===== config.mk =====
export PLATFORM = sky130hd
export DESIGN_NAME = pcc_queue
export DESIGN_NICKNAME = d
export VERILOG_FILES = /design/src/rtl/core/pcc_pkg.sv /design/src/rtl/core/pcc_queue.sv
export SDC_FILE = /design/constraint.sdc
export NUM_CORES = 1
export LEC_CHECK = 0
export ABC_AREA = 1
export BUFFER_PORTS_ARGS = -buffer_cell sky130_fd_sc_hd__buf_2
export CORE_MARGIN = 1
export CORE_UTILIZATION = 60
export DETAILED_ROUTE_END_ITERATION = 10
export PLACE_DENSITY = 0.89
export SYNTH_ARGS = -nofsm -noshare
export SYNTH_HDL_FRONTEND = slang
export SYNTH_SLANG_ARGS = --single-unit
export TNS_END_PERCENT = 1

===== constraint.sdc =====
create_clock -name i_clk -period 4.74 [get_ports i_clk]
set_clock_uncertainty 0.1 [all_clocks]
set_input_delay 0.474 -clock i_clk [delete_from_list [all_inputs] [get_ports i_clk]]
set_output_delay 0.474 -clock i_clk [all_outputs]
set_load 0.02 [all_outputs]

===== src/rtl/core/pcc_pkg.sv =====
// shared types and constants for the polygon convexity checker
// no dependencies; used by every module of the block by scoped names
package pcc_pkg;

    // three vertex triples can be classed for one vertex: the running one and two wrap-around
    localparam int unsigned N_TRI       = 3;
    // four coordinate differences describe one triple
    localparam int unsigned N_DIFF      = 4 * N_TRI;
    // two products per triple
    localparam int unsigned N_PROD      = 2 * N_TRI;

    localparam int unsigned QUEUE_DEPTH = 4;
    localparam int unsigned QPTR_W      = $clog2(QUEUE_DEPTH);
    localparam int unsigned QCNT_W      = $clog2(QUEUE_DEPTH + 1);

    // triple slots within a job
    localparam int unsigned TRI_RUN     = 0;
    localparam int unsigned TRI_WRAP_A  = 1;
    localparam int unsigned TRI_WRAP_B  = 2;

    // control part of one job passed from front to back
    typedef struct packed {
        logic [N_TRI-1:0] tri_valid;
        logic             last;
    } t_job_ctl;

endpackage


===== src/rtl/core/pcc_queue.sv =====
// short job queue between front end and back end
// depends on pcc_pkg for depth and pointer widths
module pcc_queue #(
    parameter int unsigned DATA_W = 8
) (
    input  logic              i_clk,
    input  logic              i_rst_n,
    input  logic              i_push,
    input  logic [DATA_W-1:0] i_data,
    input  logic              i_pop,
    output logic              o_full,
    output logic              o_nonempty,
    output logic [DATA_W-1:0] o_data
);

    logic [DATA_W-1:0]          r_mem [pcc_pkg::QUEUE_DEPTH];
    logic [pcc_pkg::QPTR_W-1:0] r_wr_ptr, r_rd_ptr;
    logic [pcc_pkg::QCNT_W-1:0] r_count;
    logic                       w_pop;

    assign o_full     = (r_count == pcc_pkg::QCNT_W'(pcc_pkg::QUEUE_DEPTH));
    assign o_nonempty = (r_count != '0);
    assign o_data     = r_mem[r_rd_ptr];
    assign w_pop      = i_pop && o_nonempty;

    always_ff @(posedge i_clk) begin
        if (i_push) begin
            r_mem[r_wr_ptr] <= i_data;
        end
    end

    always_ff @(posedge i_clk) begin
        if (!i_rst_n) begin
            r_wr_ptr <= '0;
            r_rd_ptr <= '0;
            r_count  <= '0;
        end else begin
            if (i_push) begin
                r_wr_ptr <= r_wr_ptr + 1'b1;
            end
            if (w_pop) begin
                r_rd_ptr <= r_rd_ptr + 1'b1;
            end
            case ({i_push, w_pop})
                2'b10:   r_count <= r_count + 1'b1;
                2'b01:   r_count <= r_count - 1'b1;
                default: r_count <= r_count;
            endcase
        end
    end

`ifndef SYNTHESIS
    a_no_overflow: assert property (@(posedge i_clk) disable iff (!i_rst_n)
        !(i_push && o_full))
        else $error("push into full queue");
    a_count_bound: assert property (@(posedge i_clk) disable iff (!i_rst_n)
        r_count <= pcc_pkg::QCNT_W'(pcc_pkg::QUEUE_DEPTH))
        else $error("queue count beyond depth");
`endif

endmodule


Yosys cells after proc, flatten, opt, wreduce, memory -nomap -nowiden
Memories as Yosys holds them, arrays and structs flattened. A register that Yosys moved wholly into a read port is not among the register bits.
Cells that the tools add are included.

word-level totals
  bits in registers = 7
  RAM bits = 32
  input port bits = 12
  output and inout port bits = 10
  word-level logic and storage cells = 19
  memories kept = 1

cells by class
  add/subtract/negate cells = 4
  equal/unequal tests = 3
  muxes and demuxes = 5
  reduce and logical (&&, ||, !) cells = 3

memory list
  memory  words  bits a word  rd ports  clocked after Yosys merged registers in  write ports  line             text
  r_mem   4      8            1         1                                        1            pcc_queue.sv:16  logic [DATA_W-1:0] r_mem [pcc_pkg::QUEUE_DEPTH];

operators by type and width
  operator                                                                number
  3-bit one-hot mux with 2 select lines                                   1
  2-bit by 1-bit adder with 2-bit output (second input constant)          2
  2-bit two-way mux                                                       2
  3-bit by 1-bit adder with 3-bit output (second input constant)          1
  3-bit equality test (second input constant)                             1
  3-bit nonzero test                                                      1
  3-bit by 1-bit subtractor with 3-bit output (second input constant)     1
  2-bit by 1-bit equality test with 1-bit output (second input constant)  1
  2-bit equality test (second input constant)                             1
  1-bit two-way mux                                                       2
  2-bit nonzero test                                                      1
  1-bit logical AND                                                       1

Logic depth before layout (Yosys ltp)
Gate-level depths: netlist (run 1).

  word-level depth = 4
  depth in mapped cells = 13
  gate-level depth less buffers = 13

Least setup slack after synthesis (run 1)
No wires, ideal clock.

  path kind = reg2reg
  from = reg r_count[1] in the netlist's numbering
  to = reg r_count[2] in the netlist's numbering
  setup time = 0.113 ns
  arrival time = 1.623 ns
  data required time = 4.527 ns
  setup slack = 2.905 ns
  stages on the path, launching flop included = 14
  path buffers = 0
  clock period less this slack = 1.835 ns
  cells stage by stage = dfxtp_1 -> nor2_1 -> nand2_1 -> nand2_1 -> inv_1 -> ha_1 -> inv_1 -> fa_1 -> inv_1 -> nand2_1 -> nand3_1 -> nand2_1 -> nand2_1 -> nor2_1

between the ends
  word-level cells in the longest chain between the ends = 4
  elaborated cells between the ends (all ways) = 8
  classes of those cells = 2 x add/sub; 2 x eq/ne; 1 x mux; 3 x reduce/logical

ends and longest elaborated chain
  item                                                                                   line             text
  from (decl)                                                                            pcc_queue.sv:18  logic [pcc_pkg::QCNT_W-1:0] r_count;
  from (signal assigned)                                                                 pcc_queue.sv:45  2'b10: r_count <= r_count + 1'b1;
  from (signal assigned)                                                                 pcc_queue.sv:46  2'b01: r_count <= r_count - 1'b1;
  from (signal assigned)                                                                 pcc_queue.sv:47  default: r_count <= r_count;
  3-bit nonzero test *                                                                   pcc_queue.sv:22  assign o_nonempty = (r_count != '0);
  named net o_nonempty                                                                   pcc_queue.sv:12  output logic o_nonempty,
  1-bit logical AND *                                                                    pcc_queue.sv:24  assign w_pop = i_pop && o_nonempty;
  named net w_pop                                                                        pcc_queue.sv:19  logic w_pop;
  2-bit by 1-bit equality test with 1-bit output or 2-bit equality test (tied branches)  pcc_queue.sv:44  case ({i_push, w_pop})
  3-bit one-hot mux with 2 select lines or 2-bit nonzero test (tied branches)            -

The timed path passes the listed nets; every way through them passes the cells marked *.
A chain may end at the register's enable or synchronous reset.

==> results.md, run 1 <==
Synth:
- The portion of netlist area occupied by mux cells is 0.
- Of the total synthesized cell area, the portion taken by full adders, half adders and majority gates is 0.0496.
- The post-synthesis compound-gate area fraction is 0.110.
- Counting every net in the synthesized netlist gives 160.
- The simple logic cell fraction of the synthesized area is 0.0985.
- The top flip-flop cell by instance count after synthesis is edfxtp_1.
- By area the synthesized netlist is led by edfxtp_1, dfxtp_1, o21ai_0, nor2_1, inv_1.
- For this run, the register share of the synthesized area comes to 0.686.
- The dominant cell by count in the synthesized netlist is edfxtp_1.
- The average instance in the mapped netlist occupies 11.7 µm².
- For this run, the number of Yosys warnings is 0.
- The cell count after synthesis is 142.
- Of the total synthesized cell area, the portion taken by XOR and XNOR cells is 0.
- The share of flip-flops with an asynchronous set or reset is 0.
- The cell type with the largest total area after synthesis is edfxtp_1.
- The dominant combinational cell family by area after synthesis is compound AO/OA/AOI/OAI gates.
- The count of flip-flops with a built-in enable after synthesis is 32.
- After synthesis the netlist holds a flip-flop and latch count of 41.
- The netlist area before placement is 1660 µm².
- The number of different library cells used by synthesis comes to 17.
- The share of Yosys cell area claimed by the top area cell type is 0.577.
- In the synthesized netlist, the cells that appear most often are edfxtp_1, nor2_1, inv_1.

Setup path:
- The category of the critical setup timing path is reg -> out.
- The buffers plus inverters on the worst setup path is 2.
- Of all nets on the critical path, the largest fanout is 17.
- The kind of launch point of the worst setup path is a flip-flop.
- The critical path goes through inv_2 > o21ai_0 > o22ai_1 > buf_2.
- The critical path endpoint category is a primary output.
- The slowest stage cell on the critical path is dfxtp_1.
- The cell class contributing the biggest share of worst-path delay is flip-flops.
- For the worst setup path, the data required time is 4.17 ns.
- For the worst setup path, the data arrival time is 1.86 ns.
- The maximum cell stage delay along the critical path is 0.69 ns.

Floorplanning:
- 22 I/O pins were placed.
- The total area inside the core boundary comes to 2540 µm².
- The total number of placement rows is 18.
- From bottom edge to top edge, the die measures 54.7 µm.
- The die covers 2990 µm².
- For this configuration, the core starts out at a cell density of 0.654.
- The horizontal die dimension is 54.7 µm.

Finish:
- The antenna diode count is 0.
- The final core utilization is 0.720.
- For this run, the post-layout net count is 186.
- The relative area change from synthesis to final layout is 10.2%.
- The finished layout holds 199 standard cells, fillers aside.
- The fraction of final layout cells sized beyond drive strength 1 is 0.183.

Clock tree:
- The clock insertion delay at the later pin of the skew report is 0.34 ns.
- The CTS H-tree depth is 2.
- The clock input transition at the sequential cells of the worst setup and hold paths is 0.11 ns.
- CTS placed an instance of clkbuf_4 at the clock tree root.
- The TritonCTS clock tree is yes.
- The number of clock sinks seen by CTS is 41.
- The number of resized instances in the post-cts repair step is 0.
- The number of buffers added by the clock tree synthesis step is 5.
- The longest clock path from root to sink contains 2 buffers.
- Once the clock tree was built, the setup fixing pass inserted 0 buffers.
- In this run, post-CTS hold repair placed 0 buffers.

Global route:
- The via count of the first global-routing pass is 1037.
- After global routing the overflow that remains totals 0.
- Entering global routing, the biggest net connects 18 pins.
- The number of antenna violations at the first check in global routing was 0.
- The combined global-route utilization of all metal layers is 0.234.
- The first global-routing pass estimated 4500 µm of wire.

Place:
- The number of instances in the placed design is 191.
- After legalization and detailed placement, the total HPWL measured 1940 µm.
- The congestion estimate from routability-driven global placement came to 0.694.
- The count of buffers from port buffering is 21.

Route:
- The number of DRC markers after the initial detailed-route iteration is 27.
- The count of unresolved DRC violations after routing is 0.
- Before antenna repair, the detailed router went through 4 iterations.
- After detailed routing, the number of vias per cell comes to 5.58.
- The routed via count is 1111.
- The final layout contains routed wiring with a total length of 2910 µm.
- Once detail routing completed, the nets flagged for antenna violations numbered 0.
- Dividing the detail-routed wire length by the instance count gives 14.6 µm.

STA:
- The maximum clock rate is 410 MHz.
- The final hold violation count is 0.
- Setup repair after global routing left no endpoint under its margin.
- The slew at the pin closest to its max-slew limit is 0.558 ns.
- The max-slew violation total from the final report is 0.
- The final-report setup violation count is 0.
- Measured against its own limit, the worst slew margin works out to 0.627.
- The ratio of final minimum period to clock period is 0.514.
- Summed over all failing endpoints, the final setup total negative slack is 0 ns.
- For the finished layout, the period the worst path requires is 2.44 ns.

Worst hold path:
- The min-delay analysis places its worst path in the category in -> reg.

Status:
- The run finished with clean final reports.

Power and ir drop:
- Across the VDD grid, the largest voltage drop is 0.000349 V.
- The leakage power is 0.744 nW.
- The power per standard cell area is 436 nW/µm².

Job:
- The max-cap violation count is 0.
final cells by class:
class | instances | area [µm²]
Multi-Input combinational cell | 80 | 429
Inverter | 19 | 71.3
Tap cell | 30 | 37.5
Sequential cell | 41 | 1140
Timing Repair Buffer | 21 | 105
Clock buffer | 8 | 48.8
Fill cell | 176 | 712
flip-flops by register name (all words and copies together) (netlist names), named ones only:
register	cells
r_mem	32
r_count	3
r_rd_ptr	2
r_wr_ptr	2
layer usage:
layer,share of wire,vias to the layer above,track usage
li1,-,539,-
met1,0.42,525,0.269
met2,0.49,39,0.384
met3,0.068,8,0.0917
met4,0.021,0,0.103
met5,0,-,0
path summary, 6_finish.rpt:
check / cells past startpoint / start / endpoint / slack [ns]
setup / recovery: 4 / flip-flop / o_data[1] / 2.30
hold / removal: 1 / i_data[6] / r_mem[3][6]$_DFFE_PP_ / 0.24
setup reg to reg: 13 / r_count[1]$_SDFFE_PN0P_ / r_count[2]$_SDFFE_PN0P_ / 2.83
hold reg to reg: 2 / r_rd_ptr[1]$_SDFFE_PN0P_ / flip-flop / 0.41
through the flow:
stage               hold WS, ns  total power [mW]  setup WS, ns  instance area, µm²
floorplan                 0.359             0.589          2.90                1660
global placement          0.377             0.630          2.86                1780
detailed placement        0.387             0.643          2.73                1780
CTS                       0.226             0.799          2.34                1830
global route              0.217             0.845          2.20                1830
finish                    0.238             0.799          2.30                1830
power by group:
part	switching [mW]	internal [mW]
Sequential	0.0261	0.415
Combinational	0.131	0.0637
Clock	0.103	0.0592
placed cells by master (no fill, tap or decap), types with 2 or more instances in the layout:
cell / count
edfxtp_1: 32
buf_2: 21
nor2_1: 20
inv_1: 18
o21ai_0: 16
nand2_1: 15
dfxtp_1: 9
o22ai_1: 8
a21oi_1: 5
ha_1: 5
clkbuf_4: 5
nand3_1: 3
clkbuf_1: 3
o21ai_1: 2
o21ai_2: 2
nor2_2: 2
cell families after synthesis:
kind of cell             count (synthesis)
AND/OR/NAND/NOR                         41
flip-flops                              41
adder cells (fa/ha/maj)                  6
AO/OA/AOI/OAI                           33
buffers and inverters                   21
Power figures use the tool's default switching activity.
==> inputs of run 2 (changes only) <==
--- a/config.mk
+++ b/config.mk
@@ -8,9 +8,9 @@
 export ABC_AREA = 1
 export BUFFER_PORTS_ARGS = -buffer_cell sky130_fd_sc_hd__buf_2
 export CORE_MARGIN = 1
-export CORE_UTILIZATION = 60
+export CORE_UTILIZATION = 50
 export DETAILED_ROUTE_END_ITERATION = 10
-export PLACE_DENSITY = 0.89
+export PLACE_DENSITY = 0.8
 export SYNTH_ARGS = -nofsm -noshare
 export SYNTH_HDL_FRONTEND = slang
 export SYNTH_SLANG_ARGS = --single-unit
==> constraint.sdc (replaced) <==
create_clock -name i_clk -period 2.2 [get_ports i_clk]
set_clock_uncertainty 0.1 [all_clocks]
set_input_delay 0.22 -clock i_clk [delete_from_list [all_inputs] [get_ports i_clk]]
set_output_delay 0.22 -clock i_clk [all_outputs]
set_load 0.02 [all_outputs]
==> results.md, run 2 (same netlist as run 1, synthesis figures left out) <==
Floorplanning:
- The placeable core region is 3100 µm² (+22%).
- The total number of placement rows is 20 (+2).
- The starting density of the core is 0.536 (-0.118).
- The count of pins on the block boundary was 22 (unchanged).
- The die area came to 3560 µm² (+19%).
- The die height is 59.7 µm (+9.2%).
- The horizontal die dimension is 59.7 µm (+9.2%).

STA:
- The post-route worst hold slack came to 0.0602 ns (-0.177 ns).
- The post-route minimum period is 1.87 ns.
- The max-slew violation total from the final report is 0 (unchanged).
- The final hold violation count is 0 (unchanged).
- The final sum of negative setup slack is 0 ns (unchanged).
- Static timing analysis puts the maximum clock frequency at 534 MHz.
- The max-slew headroom at the worst pin is 0.760 (+0.132).
- Setup repair after global routing left no endpoint under its margin.
- The slew at the pin closest to its max-slew limit came to 0.360 ns (-0.198 ns).
- The ratio of final minimum period to clock period is 0.852.
- The final-report setup violation count is 0 (unchanged).

Clock tree:
- The number of buffers added by the clock tree synthesis step is 5 (unchanged).
- The number of resized instances in the post-cts repair step is 0 (unchanged).
- The clock tree buffer depth came to 2 (unchanged).
- The CTS H-tree depth is 2 (unchanged).
- The master cell of the clock root buffer is clkbuf_4.
- The number of buffers inserted to repair setup after CTS was 0 (unchanged).
- The hold-fix buffer count after cts is 8 (+8).
- The clock input transition at the sequential cells of the worst setup and hold paths is 0.11 ns (about the same).
- The TritonCTS clock tree is yes.
- The number of clock sinks seen by CTS came to 41 (unchanged).
- The clock insertion delay at the later pin of the skew report was 0.33 ns (about the same).

Setup path:
- The maximum cell stage delay along the critical path is 0.53 ns (-0.16 ns).
- The slowest stage cell on the critical path is dfxtp_1.
- Walking the worst path, the cells encountered are inv_2 > o21ai_0 > o22ai_1 > buf_2.
- The category of the critical setup timing path is reg -> out.
- The worst register-to-register path begins at r_count[1]$_SDFFE_PN0P_.
- The required time of the worst setup path is 1.88 ns (-2.29 ns).
- STA classifies the critical path endpoint as a primary output.
- The cell class contributing the biggest share of worst-path delay is flip-flops.
- The peak fanout along the critical path is 16 (-1).
- The kind of launch point of the worst setup path is a flip-flop.
- The critical path data arrival time is 1.55 ns (-0.31 ns).
- The buffers plus inverters on the worst setup path came to 2 (unchanged).

Route:
- The average detailed-routed wire length per instance is 12.4 µm (-15%).
- The post-detailed-route via-to-cell ratio is 4.91 (-12%).
- The final wirelength came to 2760 µm (-5.3%).
- The first-pass iteration count of the detailed router was 4 (unchanged).
- The count of unresolved DRC violations after routing is 0 (unchanged).
- The number of nets still failing antenna checks after routing is 0 (unchanged).
- The routed via count is 1091 (-1.8%).
- The number of DRC markers after the initial detailed-route iteration is 43 (+59%).

Power and ir drop:
- The power per standard cell area is 891 nW/µm² (+100%).
- The leakage power is 0.788 nW (+5.9%).
- The highest ir drop seen on vdd was 0.000503 V (+44%).
- The total power of the final layout is 1.73 mW (+120%).

Finish:
- The antenna diode count is 0 (unchanged).
- Ranked by flip-flop count, first place goes to r_mem.
- The largest registers in the layout are r_mem: 32 flops, r_count: 3 flops.
- The total of fill cells in the finished design was 258 (+47%).
- The fraction of final layout cells sized beyond drive strength 1 was 0.191 (+0.00758).
- The top cell types in the final layout, fill and taps aside, are edfxtp_1, buf_2, nor2_1.
- The number of nets in the layout was 195 (+4.8%).
- The sequential cell area in the final layout came to 1140 µm² (unchanged).
- From synthesis to final layout, the design area changed by 16.6%.
- Leaving out fill and tap cells, the most frequent cell in the layout is edfxtp_1.
- The multi-input gate area in the final layout was 429 µm² (unchanged).
- The flip-flop count of the largest register after layout is 32 (unchanged).

Status:
- The flow ran to the end, and the final reports show no timing, DRC or antenna violations.

Global route:
- The combined global-route utilization of all metal layers came to 0.170 (-0.0640).
- The wire length of the first global-routing pass was 4150 µm (-7.7%).
- The number of antenna violations at the first check in global routing is 0 (unchanged).
- The via count of the first global-routing pass is 1011 (-2.5%).
- The largest net degree at the start of global routing was 17 (-1).
- The final global-route overflow total is 0 (unchanged).

Place:
- The final weighted congestion in routability-driven placement is 0.683 (-1.6%).
- The count of buffers from port buffering is 21 (unchanged).
- The half-perimeter wire length of the detailed placement result is 1870 µm (-3.9%).

Worst hold path:
- In this run the most critical hold path is launched from i_rst_n.
- The worst hold path belongs to the class in -> reg.

Job:
- The max-cap violation count is 0 (unchanged).
-- run 2: final cells by class --
type / count / share of cell area
multi-input cells: 80 / 0.221
flip-flops and latches: 41 / 0.588
well taps: 44 / 0.0284
clock buffers: 6 / 0.0213
inverters: 19 / 0.0368
repair buffers: 30 / 0.0993
clock inverters: 2 / 0.00516
-- run 2: worst register-to-register path, cell delays in order, from the launching register on --
cell and delay [ns]:
dfxtp_1 0.39, nor2_1 0.07, nand2_1 0.11, nand2_1 0.08
inv_1 0.07, ha_1 0.17, inv_1 0.07, fa_1 0.38
inv_1 0.06, nand2_1 0.04, nand3_1 0.08, nand2_1 0.05
nand2_1 0.05, nor2_1 0.03
-- run 2: final timing paths --
check / endpoint / slack, ns / cells past startpoint
max: o_data[0] / 0.33 / 4
max reg2reg: r_count[2]$_SDFFE_PN0P_ / 0.35 / 13
min reg2reg: r_rd_ptr[1]$_SDFFE_PN0P_ / 0.41 / 2
min: r_rd_ptr[1]$_SDFFE_PN0P_ / 0.06 / 3
-- run 2: report_power, final --
group	switching, mW	total (mW)	internal [mW]
sequential	0.0458	0.941	0.895
clock	0.220	0.341	0.122
combinational	0.292	0.447	0.154
-- run 2: per-layer routing --
| metal | track usage | part of all wire | wire (µm) |
|---|---|---|---|
| met1 | 0.182 | 0.45 | 1240 |
| met2 | 0.290 | 0.50 | 1380 |
| met3 | 0.0736 | 0.050 | 139 |
| met4 | 0.0731 | 0 | 0 |
| met5 | 0 | 0 | 0 |
-- run 2: metrics by stage --
stage | setup slack [ns] | instances | area (µm²) | util
2_1_floorplan | 0.365 | 142 | 1660 | -
3_3_place_gp | 0.472 | 206 | 1810 | 0.583
3_5_place_dp | 0.391 | 206 | 1810 | 0.583
4_1_cts | 0.310 | 222 | 1940 | 0.625
5_1_grt | 0.171 | 222 | 1940 | 0.625
6_report | 0.326 | 222 | 1940 | 0.625
