$ cat config.mk
export PLATFORM = sky130hd
export DESIGN_NAME = pcc_front
export DESIGN_NICKNAME = d
export VERILOG_FILES = /design/src/rtl/core/pcc_pkg.sv /design/src/rtl/core/pcc_front.sv
export SDC_FILE = /design/constraint.sdc
export NUM_CORES = 1
export LEC_CHECK = 0
export BUFFER_PORTS_ARGS = -buffer_cell sky130_fd_sc_hd__buf_4
export CORE_UTILIZATION = 25
export CTS_CLUSTER_SIZE = 12
export DETAILED_ROUTE_END_ITERATION = 8
export PLACE_DENSITY_LB_ADDON = 0.12
export SYNTH_ARGS = -nofsm -noshare
export SYNTH_HDL_FRONTEND = slang
export SYNTH_SLANG_ARGS = --single-unit
$ cat constraint.sdc
create_clock -name i_clk -period 2.9 [get_ports i_clk]
set_input_delay 0 -clock i_clk [delete_from_list [all_inputs] [get_ports i_clk]]
set_output_delay 0 -clock i_clk [all_outputs]
set_load 0.02 [all_outputs]
$ cat src/rtl/core/pcc_pkg.sv
// shared types and constants for the polygon convexity checker
// no dependencies; used by every module of the block by scoped names
package pcc_pkg;

    // three vertex triples can be classed for one vertex: the running one and two wrap-around
    localparam int unsigned N_TRI       = 3;
    // four coordinate differences describe one triple
    localparam int unsigned N_DIFF      = 4 * N_TRI;
    // two products per triple
    localparam int unsigned N_PROD      = 2 * N_TRI;

    localparam int unsigned QUEUE_DEPTH = 4;
    localparam int unsigned QPTR_W      = $clog2(QUEUE_DEPTH);
    localparam int unsigned QCNT_W      = $clog2(QUEUE_DEPTH + 1);

    // triple slots within a job
    localparam int unsigned TRI_RUN     = 0;
    localparam int unsigned TRI_WRAP_A  = 1;
    localparam int unsigned TRI_WRAP_B  = 2;

    // control part of one job passed from front to back
    typedef struct packed {
        logic [N_TRI-1:0] tri_valid;
        logic             last;
    } t_job_ctl;

endpackage

$ cat src/rtl/core/pcc_front.sv
// front end: takes vertices, tracks polygon history and forms coordinate differences
// depends on pcc_pkg
module pcc_front #(
    parameter int unsigned COORD_WIDTH = 16
) (
    input  logic                                              i_clk,
    input  logic                                              i_rst_n,
    input  logic                                              i_valid,
    input  logic                                              i_full,
    input  logic signed [COORD_WIDTH-1:0]                     i_vx,
    input  logic signed [COORD_WIDTH-1:0]                     i_vy,
    input  logic                                              i_final_vertex,
    output logic                                              o_push,
    output pcc_pkg::t_job_ctl                                 o_ctl,
    output logic        [pcc_pkg::N_DIFF*(COORD_WIDTH+1)-1:0] o_diffs
);

    localparam int unsigned DW = COORD_WIDTH + 1;

    logic signed [COORD_WIDTH-1:0] r_first_x, r_first_y, r_second_x, r_second_y;
    logic signed [COORD_WIDTH-1:0] r_older_x, r_older_y, r_newer_x, r_newer_y;
    logic        [1:0]             r_seen;
    logic        [1:0]             n_seen;

    logic signed [DW-1:0] w_in_x, w_in_y, w_fx, w_fy, w_sx, w_sy;
    logic signed [DW-1:0] w_ox, w_oy, w_nx, w_ny;
    logic signed [DW-1:0] w_d [pcc_pkg::N_DIFF];
    logic                 w_have_two;

    assign o_push     = i_valid && !i_full;
    assign w_have_two = r_seen[1];

    // sign extend by one bit so that differences are exact
    assign w_in_x = {i_vx[COORD_WIDTH-1], i_vx};
    assign w_in_y = {i_vy[COORD_WIDTH-1], i_vy};
    assign w_fx   = {r_first_x[COORD_WIDTH-1], r_first_x};
    assign w_fy   = {r_first_y[COORD_WIDTH-1], r_first_y};
    assign w_sx   = {r_second_x[COORD_WIDTH-1], r_second_x};
    assign w_sy   = {r_second_y[COORD_WIDTH-1], r_second_y};
    assign w_ox   = {r_older_x[COORD_WIDTH-1], r_older_x};
    assign w_oy   = {r_older_y[COORD_WIDTH-1], r_older_y};
    assign w_nx   = {r_newer_x[COORD_WIDTH-1], r_newer_x};
    assign w_ny   = {r_newer_y[COORD_WIDTH-1], r_newer_y};

    // per triple (a, b, c): bx-ax, cy-ay, by-ay, cx-ax
    // running triple: older, newer, incoming
    assign w_d[0]  = w_nx - w_ox;
    assign w_d[1]  = w_in_y - w_oy;
    assign w_d[2]  = w_ny - w_oy;
    assign w_d[3]  = w_in_x - w_ox;
    // first wrap: newer, incoming, first
    assign w_d[4]  = w_in_x - w_nx;
    assign w_d[5]  = w_fy - w_ny;
    assign w_d[6]  = w_in_y - w_ny;
    assign w_d[7]  = w_fx - w_nx;
    // second wrap: incoming, first, second
    assign w_d[8]  = w_fx - w_in_x;
    assign w_d[9]  = w_sy - w_in_y;
    assign w_d[10] = w_fy - w_in_y;
    assign w_d[11] = w_sx - w_in_x;

    always_comb begin
        for (int k = 0; k < pcc_pkg::N_DIFF; k++) begin
            o_diffs[k*DW +: DW] = w_d[k];
        end
    end

    always_comb begin
        o_ctl                                  = '0;
        o_ctl.tri_valid[pcc_pkg::TRI_RUN]      = w_have_two;
        o_ctl.tri_valid[pcc_pkg::TRI_WRAP_A]   = w_have_two && i_final_vertex;
        o_ctl.tri_valid[pcc_pkg::TRI_WRAP_B]   = w_have_two && i_final_vertex;
        o_ctl.last                             = i_final_vertex;
    end

    assign n_seen = (r_seen == 2'd3) ? r_seen : r_seen + 2'd1;

    always_ff @(posedge i_clk) begin
        if (!i_rst_n) begin
            r_seen     <= '0;
            r_first_x  <= '0;
            r_first_y  <= '0;
            r_second_x <= '0;
            r_second_y <= '0;
            r_older_x  <= '0;
            r_older_y  <= '0;
            r_newer_x  <= '0;
            r_newer_y  <= '0;
        end else if (o_push) begin
            if (i_final_vertex) begin
                r_seen     <= '0;
                r_first_x  <= '0;
                r_first_y  <= '0;
                r_second_x <= '0;
                r_second_y <= '0;
                r_older_x  <= '0;
                r_older_y  <= '0;
                r_newer_x  <= '0;
                r_newer_y  <= '0;
            end else begin
                if (r_seen == 2'd0) begin
                    r_first_x <= i_vx;
                    r_first_y <= i_vy;
                end
                if (r_seen == 2'd1) begin
                    r_second_x <= i_vx;
                    r_second_y <= i_vy;
                end
                r_older_x <= r_newer_x;
                r_older_y <= r_newer_y;
                r_newer_x <= i_vx;
                r_newer_y <= i_vy;
                r_seen    <= n_seen;
            end
        end
    end

`ifndef SYNTHESIS
    // a closed polygon leaves no history behind
    a_close_clears: assert property (@(posedge i_clk) disable iff (!i_rst_n)
        o_push && i_final_vertex |=> r_seen == 2'd0)
        else $error("front history not cleared after final vertex");
`endif

endmodule

### After elaboration in Yosys (flattened, before gate mapping)

Cells that the tools add are included.

| storage, ports and cells | value |
|---|---|
| bits in registers | 130 |
| bits in latches | 0 |
| RAM bits | 0 |
| ROM bits | 0 |
| output and inout port bits | 209 |
| word-level logic and storage cells | 48 |
| memories | 0 |

| cells by class | value |
|---|---|
| $add $sub $neg | 13 |
| multipliers | 0 |
| div/mod/pow operators | 0 |
| magnitude comparators | 0 |
| equal/unequal tests | 3 |
| shift-type cells | 0 |
| mux-type cells | 14 |
| bitwise operators | 0 |
| reduce and logical (&&, ||, !) cells | 9 |

Operators with widths:

| kind | number |
|---|---|
| subtractor 16 x 16 -> 17 bit | 12 |
| two-way mux 16 bit | 12 |
| AND reduction 2 bit | 3 |
| two-way mux 2 bit | 2 |
| nonzero test 2 bit | 2 |
| adder 2 x 1 -> 2 bit (second input constant) | 1 |
| equality test 2 x 1 -> 1 bit (second input constant) | 1 |
| equality test 2 bit (second input constant) | 1 |
| logical AND 1 bit | 2 |
| zero test 2 bit | 1 |
| != test 2 bit (second input constant) | 1 |
| zero test 1 bit | 1 |

### Longest topological paths before layout

Gate-level depths: netlist (run 1).

| logic depth | value |
|---|---|
| depth after elaboration | 3 |
| gate-level depth with buffers | 9 |

### Least setup slack after synthesis (run 1)

OpenSTA, ideal clock, no wires.

| timing path | value |
|---|---|
| path type | flip-flop to output port |
| start point | register r_second_y[1] |
| end point | output port o_diffs[164] (netlist name) |
| data arrival time | 2.540 ns |
| required time | 2.900 ns |
| slack | 0.360 ns |
| stages on the path, launching flop included | 7 |
| path buffers | 0 |
| cells stage by stage | dfxtp_1 > ha_1 > nor2b_1 > o31a_1 > o41ai_2 > o21bai_1 > a2111oi_0 |

| between the ends | value |
|---|---|
| longest elaborated chain between the ends | 1 |

Ends and longest elaborated chain:

| element | RTL line | text |
|---|---|---|
| start: declaration | pcc_front.sv:20 | `logic signed [COORD_WIDTH-1:0] r_first_x, r_first_y, r_second_x, r_second_y;` |
| start signal: assignment | pcc_front.sv:107 | `r_second_y <= i_vy;` |
| subtractor 16 x 16 -> 17 bit | pcc_front.sv:58 | `assign w_d[9] = w_sy - w_in_y;` |
| end: declaration | pcc_front.sv:15 | `output logic [pcc_pkg::N_DIFF*(COORD_WIDTH+1)-1:0] o_diffs` |

No other way between the ends.

### Worst setup path after layout (run 1)

| timing path | value |
|---|---|
| start point | register r_first_y[2] |
| end point | output port o_diffs[181] (netlist name) |

| between the ends | value |
|---|---|
| longest elaborated chain between the ends | 1 |

Ends and longest elaborated chain:

| element | RTL line | text |
|---|---|---|
| start: declaration | pcc_front.sv:20 |  |
| start signal: assignment | pcc_front.sv:103 | `r_first_y <= i_vy;` |
| subtractor 16 x 16 -> 17 bit | pcc_front.sv:59 | `assign w_d[10] = w_fy - w_in_y;` |

No other way between the ends.

==> results of run 1 <==
## registers in the layout, summed over array words and instances, names as in the netlist
signal / cells
r_newer_y: 16
r_seen: 2
r_second_x: 16
r_first_y: 16
r_second_y: 16
r_newer_x: 16
r_first_x: 16
r_older_x: 16
r_older_y: 16
## final timing paths
path | start | endpoint | slack [ns] | cells past startpoint
worst max register to register | r_seen[1] | r_first_x[6] | 0.79 | 7
worst min register to register | r_older_y[7] | r_older_y[7] | 0.46 | 2
worst min-delay path | i_vx[13] | r_second_x[13] | 0.09 | 5
worst max-delay path | r_first_y[2] | o_diffs[181] | 0.09 | 8
## through the flow
step / power (W) / utilization, % / std cells / TNS [ns] / cell area [sq um]
2_1_floorplan: 0.00392 / - / 1977 / 0 / 14500
3_3_place_gp: 0.00527 / 29.9 / 2938 / 0 / 17200
3_5_place_dp: 0.00527 / 29.9 / 2938 / 0 / 17200
4_1_cts: 0.00725 / 31.0 / 2968 / 0 / 17800
5_1_grt: 0.00763 / 31.5 / 2976 / -0.117 / 18200
6_report: 0.00723 / 31.5 / 2976 / 0 / 18200
## cell type report
cell class	instances	area, sq um
clock inverter	8	40.0
inverter	175	659
sequential	130	2620
multi-input combinational	1603	11400
fill	6196	39400
timing repair buffer	273	2070
tap	765	957
clock buffer	22	454
## routing by layer
layer  global-route usage, %  up-vias  part of all wire, %
li1                        -     7429                    -
met2                    26.1      321                   41
met1                    27.1     6781                   53
met5                       0        -                    0
met4                    4.70        0                  1.7
met3                    2.12       39                  3.6
## timing repair
| action | CTS | global route |
|---|---|---|
| setup buffers | 0 | 8 |
| resized for setup | 21 | 63 |
| pin swaps | 5 | 28 |
| endpoints found under the setup margin | 18 | 46 |
## cells in the final DEF (no fill, tap or decap), types with 7 or more instances in the layout
cell type,count
sky130_fd_sc_hd__o21ai_0,83
sky130_fd_sc_hd__a31oi_1,19
sky130_fd_sc_hd__ha_1,189
sky130_fd_sc_hd__o22ai_1,10
sky130_fd_sc_hd__fa_1,7
sky130_fd_sc_hd__dfxtp_1,121
sky130_fd_sc_hd__xor2_1,28
sky130_fd_sc_hd__xnor2_1,93
sky130_fd_sc_hd__a21o_1,36
sky130_fd_sc_hd__nand2b_1,24
sky130_fd_sc_hd__nor2_1,152
sky130_fd_sc_hd__a211oi_1,7
sky130_fd_sc_hd__o21ai_1,10
sky130_fd_sc_hd__nand4_1,18
sky130_fd_sc_hd__o31ai_1,7
sky130_fd_sc_hd__nor2b_1,56
sky130_fd_sc_hd__o21a_1,42
sky130_fd_sc_hd__inv_1,170
sky130_fd_sc_hd__nor3_1,23
sky130_fd_sc_hd__nand2_1,256
sky130_fd_sc_hd__buf_4,270
sky130_fd_sc_hd__clkbuf_16,17
sky130_fd_sc_hd__clkinv_2,8
sky130_fd_sc_hd__nand3_1,29
sky130_fd_sc_hd__a21oi_1,135
sky130_fd_sc_hd__a31o_2,7
sky130_fd_sc_hd__o21bai_1,9
sky130_fd_sc_hd__or2_2,8
sky130_fd_sc_hd__or3_1,35
sky130_fd_sc_hd__a22oi_1,14
sky130_fd_sc_hd__and3_1,18
sky130_fd_sc_hd__o31a_1,23
sky130_fd_sc_hd__o211ai_1,18
sky130_fd_sc_hd__a21boi_0,112
sky130_fd_sc_hd__dfxtp_2,8
## report_power, final
group	leakage, nW	internal, W	switching, W
registers	1.06	0.00182	0.0000390
clock network	0.253	0.00109	0.000830
logic	6.32	0.00139	0.00207
total	7.63	0.00430	0.00293
## worst min-delay path, delay by kind of cell
family / cells / cell delay (ns)
buffers and inverters: 2 / 0.25
and+or+nand+nor: 2 / 0.16
AOI/OAI and AO/OA: 1 / 0.07
## kinds of logic after synthesis
| group | Yosys count | share of synthesized area [%] |
|---|---|---|
| simple gates | 649 | 20.6 |
| compound gates | 616 | 28.7 |
| buf+inv | 244 | 6.39 |
| fa+ha+maj | 207 | 18.4 |
| flops | 130 | 17.9 |
| xor+xnor | 125 | 7.53 |
| mux | 6 | 0.422 |
==> impl_results.rst, run 1 <==
.. list-table::
   :header-rows: 1

   * - Metric
     - Value
   * - Buf/Inv on CP
     - 1
   * - Area of the die
     - 59100 sq um
   * - Total standard cell area after synthesis
     - 14500 sq um
   * - Yosys top cell area share
     - 17.9%
   * - Width of the chip
     - 243 microns
   * - Worst hold slack after final layout
     - 0.0932 ns
   * - Pin count of the biggest net entering global routing
     - 97
   * - Global routing usage summed across all routing layers
     - 17.8%
   * - Master cell of the clock root buffer
     - sky130_fd_sc_hd__clkbuf_16
   * - Area of the core
     - 57600 sq um
   * - Number of placement rows
     - 88
   * - Remaining global-route overflow
     - 0
   * - Number of warnings issued by yosys
     - 0
   * - Max-cap viol count
     - 0
   * - Unrepaired setup endpoints after global routing
     - yes
   * - Post-synthesis sequential area ratio
     - 17.9%
   * - Max-slew violation count
     - 0
   * - Final net count
     - 2444
   * - Slew of the pin with the lowest slew margin
     - 0.989 ns
   * - Post-synthesis register bit count
     - 130
   * - Max Clk Rate
     - 356 MHz
   * - Slowest CP cell
     - sky130_fd_sc_hd__o41ai_2
   * - I/O pin count
     - 246
   * - Effective utilization at floorplan
     - 25.3%
   * - Worst setup skew after layout
     - 0.0111 ns
   * - Hold bufs inserted after CTS
     - 0
   * - Worst IR Drop VDD
     - 0.391 mV
   * - DRT iter0 DRCs
     - 885
   * - Number of optimization iterations in the first detailed-route pass
     - 5
   * - Remaining design rule violation count
     - 0
   * - Initial antenna violation count
     - 0
   * - Vertical extent of the die
     - 243 microns
   * - TritonCTS buffer count
     - 17
   * - HPWL after detailed placement
     - 45100 microns
   * - Headroom to the max-slew limit
     - 34.1%
   * - Proportion of register bits with asynchronous set or reset after synthesis
     - 0%
   * - Data arrival time of the critical path
     - 2.81 ns
   * - Port Buffer Count
     - 245
   * - Post-DRT Antenna Nets
     - 0
   * - EDFF count, synth
     - 0
   * - Synthesis-to-layout area growth
     - 24.8%
   * - Net count after synthesis
     - 2221
   * - Gate count after technology mapping
     - 1977
   * - Via count
     - 14570
   * - Min setup slack post-route
     - 0.0884 ns
   * - Worst slack after detailed placement
     - 0.0651 ns
   * - Number of H-tree levels
     - 4
   * - Crit path kind
     - reg2out
   * - Final weighted congestion in routability-driven placement
     - 0.860
   * - Via count of the first global-routing pass
     - 13851
   * - CTS clk-pin slew, worst paths
     - 0.06 ns
   * - Synth top area cells
     - sky130_fd_sc_hd__dfxtp_1 (18%), sky130_fd_sc_hd__ha_1 (17%), sky130_fd_sc_hd__nand2_1 (6.6%), sky130_fd_sc_hd__a21boi_0 (5.8%), sky130_fd_sc_hd__xnor2_1 (5.7%)
   * - Outcome
     - complete, no violations
   * - Overall routed net length
     - 54700 microns
   * - List of cells traversed by the critical path
     - ha_1 -> o21a_1 -> o31a_1 -> o41ai_2 -> o21ai_1 -> a21boi_1 -> xnor2_1 -> buf_4
   * - Final critical-path required period
     - 2.81 ns
   * - Average routed wire per standard cell
     - 18.4 microns
   * - Number of vias per cell after detailed routing
     - 4.90
   * - Antenna diode instance count
     - 0
   * - Global-route wire length before repair
     - 81700 microns
   * - Share of the clock period used by the worst path
     - 97.0%
   * - Kind of cell adding the most delay to the critical path
     - compound AO/OA/AOI/OAI gates
   * - Number of sinks handled by clock tree synthesis
     - 130
   * - Worst-skew pair later-pin latency
     - 0.44 ns
   * - Ratio of cells with drive above 1 in the final layout
     - 17.9%
   * - Most numerous cell in the Yosys netlist
     - sky130_fd_sc_hd__nand2_1
   * - HP Class
     - in2reg
   * - Post-synthesis cell type count
     - 78
   * - Number of buffers between clock root and the deepest sink
     - 2
   * - Endpoint kind of the worst setup timing path
     - output pin
   * - Worst-path maximum fanout
     - 4
   * - Final setup fails
     - 0
   * - Total power per unit cell area
     - 398 nW/um^2
   * - Most used flip-flop cell after synthesis
     - sky130_fd_sc_hd__dfxtp_1
   * - Longest individual stage delay on the worst path
     - 0.49 ns
   * - Leakage dissipation
     - 7.63 nW
   * - TritonCTS clock tree
     - built
   * - Critical Path RT
     - 2.90 ns
   * - Average cell area after synthesis
     - 7.36 sq um
   * - Total count of hold-check failures in the final report
     - 0
   * - Post-synth top area cell
     - sky130_fd_sc_hd__dfxtp_1
   * - Commonest cells in the netlist
     - sky130_fd_sc_hd__nand2_1 (256), sky130_fd_sc_hd__ha_1 (195), sky130_fd_sc_hd__inv_1 (175)
   * - CP Launch Type
     - flop
No activity file was read; power rests on OpenSTA's default activity.
==> run 2: changes to the inputs <==
Settings changed: RECOVER_POWER set to 25.
==> run 2 against run 1 <==
  * The run now ends with capacitance limit, slew limit left
  * Largest cell class unchanged
  * Worst hold slack about the same
  * Sequential share of layout area barely moved
  * Sequential power about the same
  * Clock power is essentially flat
  * Routed wire length hardly changed
==> impl_results.rst, run 2 (same netlist as run 1, synthesis figures left out) <==
.. list-table::
   :header-rows: 1

   * - Metric
     - Value
   * - Number of optimization iterations in the first detailed-route pass
     - 5 (unchanged)
   * - Worst IR Drop VDD
     - 0.390 mV (-0.16%)
   * - I/O pin count
     - 246 (unchanged)
   * - Global routing usage summed across all routing layers
     - 17.8% (unchanged)
   * - Synthesis-to-layout area growth
     - 24.6%
   * - Design Area, Final
     - 18100 sq um (-0.17%)
   * - Remaining design rule violation count
     - 0 (unchanged)
   * - Worst slack after detailed placement
     - 0.0651 ns (unchanged)
   * - Slew of the pin with the lowest slew margin
     - 1.88 ns (+0.889 ns)
   * - Outcome
     - complete, but fails checks
   * - Antenna diode instance count
     - 0 (unchanged)
   * - Most common cell after layout, fill and taps aside
     - sky130_fd_sc_hd__buf_4
   * - CP Launch Type
     - flop
   * - Critical Path RT
     - 2.90 ns (about the same)
   * - TritonCTS clock tree
     - built
   * - Number of sinks handled by clock tree synthesis
     - 130 (unchanged)
   * - Initial antenna violation count
     - 0 (unchanged)
   * - Master cell of the clock root buffer
     - sky130_fd_sc_hd__clkbuf_16
   * - Leakage dissipation
     - 7.60 nW (-0.31%)
   * - Ratio of cells with drive above 1 in the final layout
     - 17.6% (-0.32 points)
   * - Worst setup skew after layout
     - 0.0109 ns (-0.000194 ns)
   * - Average routed wire per standard cell
     - 18.4 microns (about the same)
   * - Unrepaired setup endpoints after global routing
     - yes
   * - Worst-skew pair later-pin latency
     - 0.44 ns (about the same)
   * - DRT iter0 DRCs
     - 876 (-1.0%)
   * - Total count of hold-check failures in the final report
     - 0 (unchanged)
   * - Width of the chip
     - 243 microns (unchanged)
   * - Most used cells in the layout excluding fill and tap cells
     - sky130_fd_sc_hd__buf_4 (261), sky130_fd_sc_hd__nand2_1 (256), sky130_fd_sc_hd__ha_1 (189)
   * - Remaining global-route overflow
     - 0 (unchanged)
   * - Data arrival time of the critical path
     - 2.82 ns (about the same)
   * - CTS clk-pin slew, worst paths
     - 0.06 ns (about the same)
   * - Area of the die
     - 59100 sq um (unchanged)
   * - Violated checks
     - capacitance limit, slew limit
   * - Setup tns final
     - 0 ns (unchanged)
   * - Dpl cell area
     - 17200 sq um (unchanged)
   * - Hold bufs inserted after CTS
     - 0 (unchanged)
   * - Max Clk Rate
     - 354 MHz (-0.34%)
   * - Area of the core
     - 57600 sq um (unchanged)
   * - Post-DRT Antenna Nets
     - 0 (unchanged)
   * - Number of buffers between clock root and the deepest sink
     - 2 (unchanged)
   * - Share of the clock period used by the worst path
     - 97.3% (+0.33 points)
   * - Effective utilization at floorplan
     - 25.3% (unchanged)
   * - Worst-path maximum fanout
     - 2 (-2)
   * - Min setup slack post-route
     - 0.0788 ns (-0.00956 ns)
   * - Number of placement rows
     - 88 (unchanged)
   * - Final net count
     - 2444 (unchanged)
   * - Number of vias per cell after detailed routing
     - 4.90 (+0.17%)
   * - HP Class
     - in2reg
   * - Via count
     - 14595 (+0.17%)
   * - Endpoint kind of the worst setup timing path
     - output pin
   * - Vertical extent of the die
     - 243 microns (unchanged)
   * - Final setup fails
     - 0 (unchanged)
   * - Total power per unit cell area
     - 399 nW/um^2 (about the same)
   * - Via count of the first global-routing pass
     - 13851 (unchanged)
   * - Final critical-path required period
     - 2.82 ns (+0.00956 ns)
   * - Max-slew violation count
     - 97 (+97)
   * - Number of H-tree levels
     - 4 (unchanged)
   * - Max-cap viol count
     - 1 (+1)
   * - Headroom to the max-slew limit
     - -25.2% (-59 points)
   * - Crit path kind
     - reg2out
   * - Final weighted congestion in routability-driven placement
     - 0.860 (unchanged)
   * - Overall routed net length
     - 54700 microns (about the same)
   * - Port Buffer Count
     - 245 (unchanged)
   * - Pin count of the biggest net entering global routing
     - 97 (unchanged)
   * - TritonCTS buffer count
     - 17 (unchanged)
   * - Global-route wire length before repair
     - 81700 microns (unchanged)
   * - HPWL after detailed placement
     - 45100 microns (unchanged)
## run 2: report_power, final
part           total [W]  internal, W  leakage [nW]  switching (W)
registers        0.00186      0.00182          1.06      0.0000389
logic            0.00345      0.00138          6.29        0.00206
clock network    0.00192      0.00109         0.253       0.000830
total            0.00723      0.00430          7.60        0.00293
## run 2: cell type report
cell class                      count  area (sq um)
Multi-Input combinational cell   1603         11400
Tap cell                          765           957
Sequential cell                   130          2620
Fill cell                        6198         39500
Timing Repair Buffer              273          2040
Clock buffer                       22           454
Clock inverter                      8          40.0
Inverter                          175           659
## run 2: worst max-delay path: stages (launching register included)
cell and delay, ns:
sky130_fd_sc_hd__dfxtp_1 0.34, sky130_fd_sc_hd__inv_2 0.06, sky130_fd_sc_hd__ha_4 0.17, sky130_fd_sc_hd__fa_2 0.39, sky130_fd_sc_hd__nand2b_4 0.16, sky130_fd_sc_hd__a2111oi_4 0.37
sky130_fd_sc_hd__buf_4 0.18, sky130_fd_sc_hd__nor2_2 0.05, sky130_fd_sc_hd__or2_2 0.32, sky130_fd_sc_hd__a41o_1 0.20, sky130_fd_sc_hd__buf_6 0.14
## run 2: metal layers
layer	global-route usage [%]	wire length (microns)	up-vias
met4	4.70	955	0
li1	-	-	7432
met1	27.1	29200	6815
met3	2.12	1990	39
met2	26.1	22500	309
met5	0	0	-
## run 2: what timing repair did
item,CTS,global route
endpoints found under the setup margin,18,46
resized for setup,21,63
setup buffers,0,8
pin swaps,5,28
## run 2: stage by stage
stage | hold WS (ns) | power (W) | util (%) | cells
3_3_place_gp | 0.387 | 0.00527 | 29.9 | 2938
3_5_place_dp | 0.396 | 0.00527 | 29.9 | 2938
5_1_grt | 0.126 | 0.00763 | 31.5 | 2976
6_report | 0.0934 | 0.00723 | 31.5 | 2976
4_1_cts | 0.0749 | 0.00725 | 31.0 | 2968
2_1_floorplan | 0.113 | 0.00392 | - | 1977
## run 2: path summary, 6_finish.rpt
check / to / slack, ns / cells after the start / startpoint
max reg2reg: r_first_x[6] / 0.75 / 7 / r_seen[1]
max: o_diffs[186] / 0.08 / 10 / r_first_y[0]
min reg2reg: r_older_y[7] / 0.46 / 2 / r_older_y[7]
min: r_second_x[13] / 0.09 / 5 / i_vx[13]
